## config.mk

```make
export PLATFORM = sky130hd
export DESIGN_NAME = sprite_scanline_evaluation_core
export DESIGN_NICKNAME = d
export VERILOG_FILES = /design/src/hw/rtl/sse_pkg.sv /design/src/hw/rtl/sse_store.sv /design/src/hw/rtl/sse_cover.sv /design/src/hw/rtl/sse_list.sv /design/src/hw/rtl/sprite_scanline_evaluation_core.sv
export SDC_FILE = /design/constraint.sdc
export NUM_CORES = 2
export LEC_CHECK = 0
export BUFFER_PORTS_ARGS = -buffer_cell sky130_fd_sc_hd__clkbuf_2
export CAP_MARGIN = 20
export CORE_UTILIZATION = 35
export DETAILED_ROUTE_END_ITERATION = 8
export GPL_TIMING_DRIVEN = 0
export PLACE_DENSITY = 0.45
export SLEW_MARGIN = 10
export SYNTH_ARGS = -nofsm -noshare
export SYNTH_HDL_FRONTEND = slang
export SYNTH_HIERARCHICAL = 1
export SYNTH_SLANG_ARGS = --single-unit
```

## constraint.sdc

```tcl
create_clock -name clk -period 8.91 [get_ports clk]
set_input_delay 1.782 -clock clk [delete_from_list [all_inputs] [get_ports clk]]
set_output_delay 1.782 -clock clk [all_outputs]
set_load 0.05 [all_outputs]
```

## src/hw/rtl/sse_pkg.sv

```systemverilog
// Shared types and constants for the sprite scanline evaluation block.
// No dependencies; imported by every module of the block except sse_cover.
`default_nettype none

package sse_pkg;

  localparam int STORE_DEPTH = 256;
  localparam int ENTRY_BYTES = 4;
  localparam logic [7:0] CLEAR_BYTE = 8'hFF;

  typedef enum logic [1:0] {
    KIND_SET_ADDR = 2'd0,
    KIND_WRITE    = 2'd1,
    KIND_EVAL     = 2'd2
  } kind_t;

  typedef enum logic [2:0] {
    ST_CLEAR,
    ST_IDLE,
    ST_SCAN_RD,
    ST_SCAN_CMP,
    ST_COPY_RD,
    ST_COPY_WR,
    ST_EMIT
  } state_t;

  typedef struct packed {
    logic       en;
    logic [7:0] addr;
    logic [7:0] data;
  } store_wr_t;

  typedef struct packed {
    logic       en;
    logic [1:0] byte_sel;
    logic [7:0] data;
  } list_wr_t;

endpackage

`default_nettype wire

```

## src/hw/rtl/sse_store.sv

```systemverilog
// Sprite attribute store: 256 x 8 single-port-write RAM with registered read.
// Depends on sse_pkg for the write port struct.
`default_nettype none

module sse_store (
  input  logic               clk,
  input  sse_pkg::store_wr_t wr,
  input  logic [7:0]         rd_addr,
  output logic [7:0]         rd_data
);
  import sse_pkg::*;

  logic [7:0] mem [STORE_DEPTH];

  always_ff @(posedge clk) begin
    if (wr.en) begin
      mem[wr.addr] <= wr.data;
    end
    rd_data <= mem[rd_addr];
  end

endmodule

`default_nettype wire

```

## src/hw/rtl/sse_cover.sv

```systemverilog
// Range compare: does a sprite starting at row y cover the scanline.
// Depends on nothing; 9-bit unsigned compare so y + height never wraps.
`default_nettype none

module sse_cover #(
  parameter int HEIGHT = 8
) (
  input  logic [7:0] y,
  input  logic [7:0] line,
  output logic       hit
);

  logic [8:0] bottom;

  assign bottom = {1'b0, y} + 9'(HEIGHT);
  assign hit    = (y <= line) && ({1'b0, line} < bottom);

endmodule

`default_nettype wire

```

## src/hw/rtl/sse_list.sv

```systemverilog
// Secondary sprite list: LIST_SLOTS four-byte slots in flops.
// Depends on sse_pkg for the write struct and fill constant.
`default_nettype none

module sse_list #(
  parameter int LIST_SLOTS = 8,
  parameter int SLOT_W     = 3
) (
  input  logic              clk,
  input  logic              fill,
  input  sse_pkg::list_wr_t wr,
  input  logic [SLOT_W-1:0] wr_slot,
  input  logic [SLOT_W-1:0] rd_slot,
  output logic [7:0]        rd_y,
  output logic [7:0]        rd_tile,
  output logic [7:0]        rd_attr,
  output logic [7:0]        rd_x
);
  import sse_pkg::*;

  logic [7:0] slots [LIST_SLOTS][ENTRY_BYTES];

  always_ff @(posedge clk) begin
    if (fill) begin
      for (int s = 0; s < LIST_SLOTS; s++) begin
        for (int b = 0; b < ENTRY_BYTES; b++) begin
          slots[s][b] <= CLEAR_BYTE;
        end
      end
    end else if (wr.en) begin
      slots[wr_slot][wr.byte_sel] <= wr.data;
    end
  end

  assign rd_y    = slots[rd_slot][0];
  assign rd_tile = slots[rd_slot][1];
  assign rd_attr = slots[rd_slot][2];
  assign rd_x    = slots[rd_slot][3];

endmodule

`default_nettype wire

```

## src/hw/rtl/sprite_scanline_evaluation_core.sv

```systemverilog
// Sprite scanline evaluation core. After reset the 256-byte attribute store
// is swept to zero, one byte a cycle, during which in_ready stays low.
// Set-address and write-byte items are handled without leaving idle. An
// evaluate item fills the secondary list with 0xFF, then scans entries in
// order through the single store read port: a read and a Y compare per
// rejected entry, and for a copied entry the Y compare, then three byte
// reads and writes, stopping when the list fills or the last entry is
// checked. LIST_SLOTS result transfers follow, one per cycle when out_ready
// is high. The registered store read puts a read state before each use.
`default_nettype none

module sprite_scanline_evaluation_core #(
  parameter int SPRITE_ENTRIES = 64,
  parameter int LIST_SLOTS     = 8,
  parameter int SPRITE_HEIGHT  = 8
) (
  input  logic       clk,
  input  logic       rst,
  input  logic       in_valid,
  output logic       in_ready,
  input  logic [1:0] kind,
  input  logic [7:0] data_byte,
  input  logic [7:0] line,
  output logic       out_valid,
  input  logic       out_ready,
  output logic [2:0] slot,
  output logic [7:0] sprite_y,
  output logic [7:0] sprite_tile,
  output logic [7:0] sprite_attr,
  output logic [7:0] sprite_x,
  output logic [3:0] found_count,
  output logic       sprite_zero_in_range,
  output logic       last
);
  import sse_pkg::*;

  localparam int ENTRY_W = $clog2(SPRITE_ENTRIES);
  localparam int SLOT_W  = (LIST_SLOTS > 1) ? $clog2(LIST_SLOTS) : 1;
  localparam int FOUND_W = $clog2(LIST_SLOTS + 1);

  state_t state, state_next;

  logic [7:0]         ptr;
  logic [7:0]         clr_addr;
  logic [7:0]         line_q;
  logic [ENTRY_W-1:0] entry;
  logic [FOUND_W-1:0] found;
  logic [1:0]         byte_sel;
  logic [SLOT_W-1:0]  slot_cnt;
  logic               zero_hit;

  store_wr_t  store_wr;
  list_wr_t   list_wr;
  logic       list_fill;
  logic [7:0] rd_addr;
  logic [7:0] rd_data;
  logic       hit;
  logic       entry_last;
  logic       list_full_next;
  logic       slot_last;
  logic       in_xfer;
  logic       out_xfer;

  sse_store u_store (
    .clk     (clk),
    .wr      (store_wr),
    .rd_addr (rd_addr),
    .rd_data (rd_data)
  );

  sse_cover #(
    .HEIGHT (SPRITE_HEIGHT)
  ) u_cover (
    .y    (rd_data),
    .line (line_q),
    .hit  (hit)
  );

  sse_list #(
    .LIST_SLOTS (LIST_SLOTS),
    .SLOT_W     (SLOT_W)
  ) u_list (
    .clk     (clk),
    .fill    (list_fill),
    .wr      (list_wr),
    .wr_slot (found[SLOT_W-1:0]),
    .rd_slot (slot_cnt),
    .rd_y    (sprite_y),
    .rd_tile (sprite_tile),
    .rd_attr (sprite_attr),
    .rd_x    (sprite_x)
  );

  assign entry_last     = (entry == ENTRY_W'(SPRITE_ENTRIES - 1));
  assign list_full_next = (found == FOUND_W'(LIST_SLOTS - 1));
  assign slot_last      = (slot_cnt == SLOT_W'(LIST_SLOTS - 1));
  assign in_xfer        = in_valid && in_ready;
  assign out_xfer       = out_valid && out_ready;

  assign slot                 = 3'(slot_cnt);
  assign found_count          = 4'(found);
  assign sprite_zero_in_range = zero_hit;
  assign last                 = slot_last;

  always_ff @(posedge clk) begin
    if (rst) begin
      state <= ST_CLEAR;
    end else begin
      state <= state_next;
    end
  end

  always_comb begin
    state_next = state;
    in_ready   = 1'b0;
    out_valid  = 1'b0;
    rd_addr    = 8'd0;
    store_wr   = '0;
    list_wr    = '0;
    list_fill  = 1'b0;
    case (state)
      ST_CLEAR: begin
        store_wr.en   = 1'b1;
        store_wr.addr = clr_addr;
        store_wr.data = 8'd0;
        if (clr_addr == 8'hFF) begin
          state_next = ST_IDLE;
        end
      end
      ST_IDLE: begin
        in_ready = 1'b1;
        if (in_valid) begin
          case (kind)
            KIND_WRITE: begin
              store_wr.en   = 1'b1;
              store_wr.addr = ptr;
              store_wr.data = data_byte;
            end
            KIND_EVAL: begin
              list_fill  = 1'b1;
              state_next = ST_SCAN_RD;
            end
            default: ;
          endcase
        end
      end
      ST_SCAN_RD: begin
        rd_addr    = 8'({entry, 2'b00});
        state_next = ST_SCAN_CMP;
      end
      ST_SCAN_CMP: begin
        // Y lands in the next free slot whether or not the entry hits
        list_wr.en       = 1'b1;
        list_wr.byte_sel = 2'd0;
        list_wr.data     = rd_data;
        if (hit) begin
          state_next = ST_COPY_RD;
        end else if (entry_last) begin
          state_next = ST_EMIT;
        end else begin
          state_next = ST_SCAN_RD;
        end
      end
      ST_COPY_RD: begin
        rd_addr    = 8'({entry, byte_sel});
        state_next = ST_COPY_WR;
      end
      ST_COPY_WR: begin
        list_wr.en       = 1'b1;
        list_wr.byte_sel = byte_sel;
        list_wr.data     = rd_data;
        if (byte_sel == 2'd3) begin
          if (entry_last || list_full_next) begin
            state_next = ST_EMIT;
          end else begin
            state_next = ST_SCAN_RD;
          end
        end else begin
          state_next = ST_COPY_RD;
        end
      end
      ST_EMIT: begin
        out_valid = 1'b1;
        if (out_ready && slot_last) begin
          state_next = ST_IDLE;
        end
      end
      default: state_next = ST_IDLE;
    endcase
  end

  always_ff @(posedge clk) begin
    if (rst) begin
      ptr      <= 8'd0;
      clr_addr <= 8'd0;
      entry    <= '0;
      found    <= '0;
      byte_sel <= 2'd0;
      slot_cnt <= '0;
      zero_hit <= 1'b0;
    end else begin
      case (state)
        ST_CLEAR: clr_addr <= clr_addr + 8'd1;
        ST_IDLE: begin
          if (in_xfer) begin
            case (kind)
              KIND_SET_ADDR: ptr <= data_byte;
              KIND_WRITE:    ptr <= ptr + 8'd1;
              KIND_EVAL: begin
                line_q   <= line;
                entry    <= '0;
                found    <= '0;
                zero_hit <= 1'b0;
                slot_cnt <= '0;
              end
              default: ;
            endcase
          end
        end
        ST_SCAN_CMP: begin
          if (entry == '0) begin
            zero_hit <= hit;
          end
          if (hit) begin
            byte_sel <= 2'd1;
          end else begin
            entry <= entry + 1'b1;
          end
        end
        ST_COPY_WR: begin
          if (byte_sel == 2'd3) begin
            found <= found + 1'b1;
            entry <= entry + 1'b1;
          end else begin
            byte_sel <= byte_sel + 2'd1;
          end
        end
        ST_EMIT: begin
          if (out_xfer) begin
            slot_cnt <= slot_cnt + 1'b1;
          end
        end
        default: ;
      endcase
    end
  end

endmodule

`default_nettype wire

```

==> flow_summary_export.csv <==
group,metric,value,unit
critical_path,criticalPathCategory,"in -> reg",
critical_path,worstPathArrival,6600,ps
cells_and_area,layout_common_cells,"edfxtp_1 (2312), mux4_2 (518), nor2_1 (301), clkbuf_16 (279), clkbuf_1 (246)",
logic_synthesis,yosysWarnings,6,
critical_path,critical_path.startpoint,"in_valid",
cts,root_buffer,"clkbuf_16",
logic_synthesis,synth_cells,4852,
global_routing,grtUsageMet3,0.04423,
sta,tns,0,ps
logic_synthesis,ys_seq_area_frac,0.7435,
cts,path_clk_slew,50,ps
placed_design,placed_area,0.1009,mm^2
floorplan,num_io_pins,65,
critical_path,r2r_slack,2790,ps
cts,clock-sinks,2355,
logic_synthesis,synth_flop_cell,"edfxtp_1",
pwr,p_leak,38.48,nW
floorplan,core_area,0.2682,mm^2
routing,wl,327.8,mm
global_routing,grt_pass1_vias,51030,
cts,cts_tree,"done",
floorplan,die_x,521.7,um
flow_run,cap_viol_max_count,0,
global_routing,use_met2,0.3830,
outcome,status,"finished, final reports clean",
global_routing,globalRouteMet1Util,0.3270,
logic_synthesis,synth_edf_count,2312,
global_routing,grt_use_total,0.2386,
sta,worst_pin_slew,1322,ps
routing,num_vias,52050,
sta,min_period,6176,ps
routing,drt-pass1-iter-count,6,
logic_synthesis,synthArstFlopShare,0,
routing,via_per_inst,5.755,
logic_synthesis,mappedNetlistNets,4900,
global_routing,grt_overflow_total,0,
placed_design,dp_hpwl,228.3,mm
global_routing,antenna_found_initial,22,
cts,htree_levels,5,
logic_synthesis,ys_ff_latch,2355,
cells_and_area,final_area,0.1093,mm^2
cells_and_area,final_common_cell,"edfxtp_1",
critical_path,cp-end-kind,"flop",
logic_synthesis,syn_area,0.09453,mm^2
sta,fin_skew,35.18,ps
floorplan,dieArea,0.2722,mm^2
min_path,hold_path.class,"reg -> reg",
global_routing,grt_max_degree,80,
critical_path,cp-start-kind,"primary input",
sta,rsz0062_at_grt,"no",
cells_and_area,area_growth,15.60,%
floorplan,initial_core_util,0.3525,
cells_and_area,drive_above_1_share,0.2296,
critical_path,cp_max_fo,10,
sta,setup-violations-final,0,
pwr,vdd.ir_drop.worst,153.5,uV
sta,max-slew-margin-rel,0.1162,
floorplan,dieHeight,521.7,um
sta,hold_ws,492.0,ps
routing,wire_per_inst,36.24,um
cts,cts_resized,0,
routing,drt_iter0_drc,5874,
sta,fmax,0.1619,GHz
cts,hold_buffers,0,
sta,fin_crit_sh,0.6931,
cts,cts_inserted_buffers,272,
min_path,hp-start,"clr_addr[1]$_SDFFE_PP0N_",
sta,hold_viol,0,
routing,drc,0,
pwr,power_density,208.5,mW/mm^2
cts,clock_latency,860,ps
logic_synthesis,synth.avg_cell_area,19.48,um^2
cells_and_area,nNetsFinal,5329,
critical_path,r2r_start,"state[2]$_SDFFE_PP0P_",
global_routing,busiest_layer,"met2",
critical_path,cp.required,9340,ps
global_routing,grt_pass1_wl,442.1,mm
cts,post_cts_buffers,0,
cts,clock_path_buffers,4,
placed_design,portBuffers,64,
routing,detail-route-antenna-nets,0,
floorplan,rows,190,
placed_design,gp_congestion,0.8638,
sta,finalMaxSlewViolations,0,
logic_synthesis,synthDistinctLibCells,80,
layer usage:
layer / vias up / wire, um
met4: 10 / 11810
li1: 20930 / -
met3: 514 / 23860
met5: - / 293
met2: 2334 / 155400
met1: 28270 / 136400
stage by stage:
step / std cells / power (W) / setup WS [ps] / util
global placement: 8468 / 0.01239 / -3439 / 0.3703
floorplan: 4852 / 0.01230 / 2090 / -
detailed placement: 8552 / 0.01241 / 2085 / 0.3764
global route: 9037 / 0.02339 / 2706 / 0.4074
finish: 9045 / 0.02279 / 2734 / 0.4075
CTS: 9029 / 0.02299 / 2828 / 0.4072
synthesized netlist by cell type, types with 26 or more instances:
cell type     n  area (um^2)
or3_1       195         1220
edfxtp_1   2312        69430
nor2_1      303         1137
o22ai_1      30        187.7
a21oi_1     126        630.6
nor2b_1      38        237.7
buf_6        29        326.6
nand2_1      62        232.7
ha_1         26        325.3
o221ai_1     46        402.9
a22oi_1     133        998.5
mux2i_1     138         1381
nand3b_1     70        525.5
and2_1       27        168.9
clkbuf_1    201        754.5
mux2_2       33        371.6
dfxtp_1      43        860.8
buf_4        28        210.2
buf_2        47        235.2
nor3_1       26        130.1
mux4_2      518        11670
nand3_1      53        265.3
area by class of cell:
type	count	area (um^2)
tap	3552	4444
clock inverter	128	1025
multi-input combinational	2119	22270
clock buffer	349	7244
antenna	9	22.52
fill	24010	158900
inverter	26	97.59
buffer	352	2023
timing repair buffer	155	1869
sequential	2355	70290
kinds of logic after synthesis:
group,Yosys count,synth area share
AOI/OAI and AO/OA,500,0.03703
xor gates and xnor gates,12,0.001112
adders and majority gates,26,0.003441
buffers and inverters,378,0.02198
DFF,2355,0.7435
muxes,691,0.1425
and+or+nand+nor,890,0.05038
worst max-delay path, cell delays in order:
cell and delay, ps:
clkbuf_2 100, and4bb_4 280, nor2b_1 170, buf_6 150
and3_1 180, buf_6 130, a22o_1 320, clkbuf_1 490
nand4_1 770, inv_1 190, nand2_1 320, clkbuf_2 630
nor2_1 1030
registers in the layout, summed over array words and instances, names as in the netlist, 4 cells and up:
register and cells:
line_q 8, entry 6, ptr 8, u_list/slots 256, u_store/mem 2048, u_store/rd_data 8, found_count 4, clr_addr 8
worst paths after layout:
check	to	depth (start not counted)
setup / recovery	u_store/mem[143][4]$_DFFE_PP_	13
hold / removal	clr_addr[1]$_SDFFE_PP0N_	2
setup reg to reg	u_store/rd_data[3]$_DFF_P_	12
hold reg to reg	clr_addr[1]$_SDFFE_PP0N_	2
power breakdown:
group / total (W) / switching [W] / internal, W
clock: 0.0106 / 0.00449 / 0.00611
combinational: 0.000179 / 0.000132 / 0.0000464
sequential: 0.0120 / 0.0000102 / 0.0120
(Power assumes the default switching activity.)
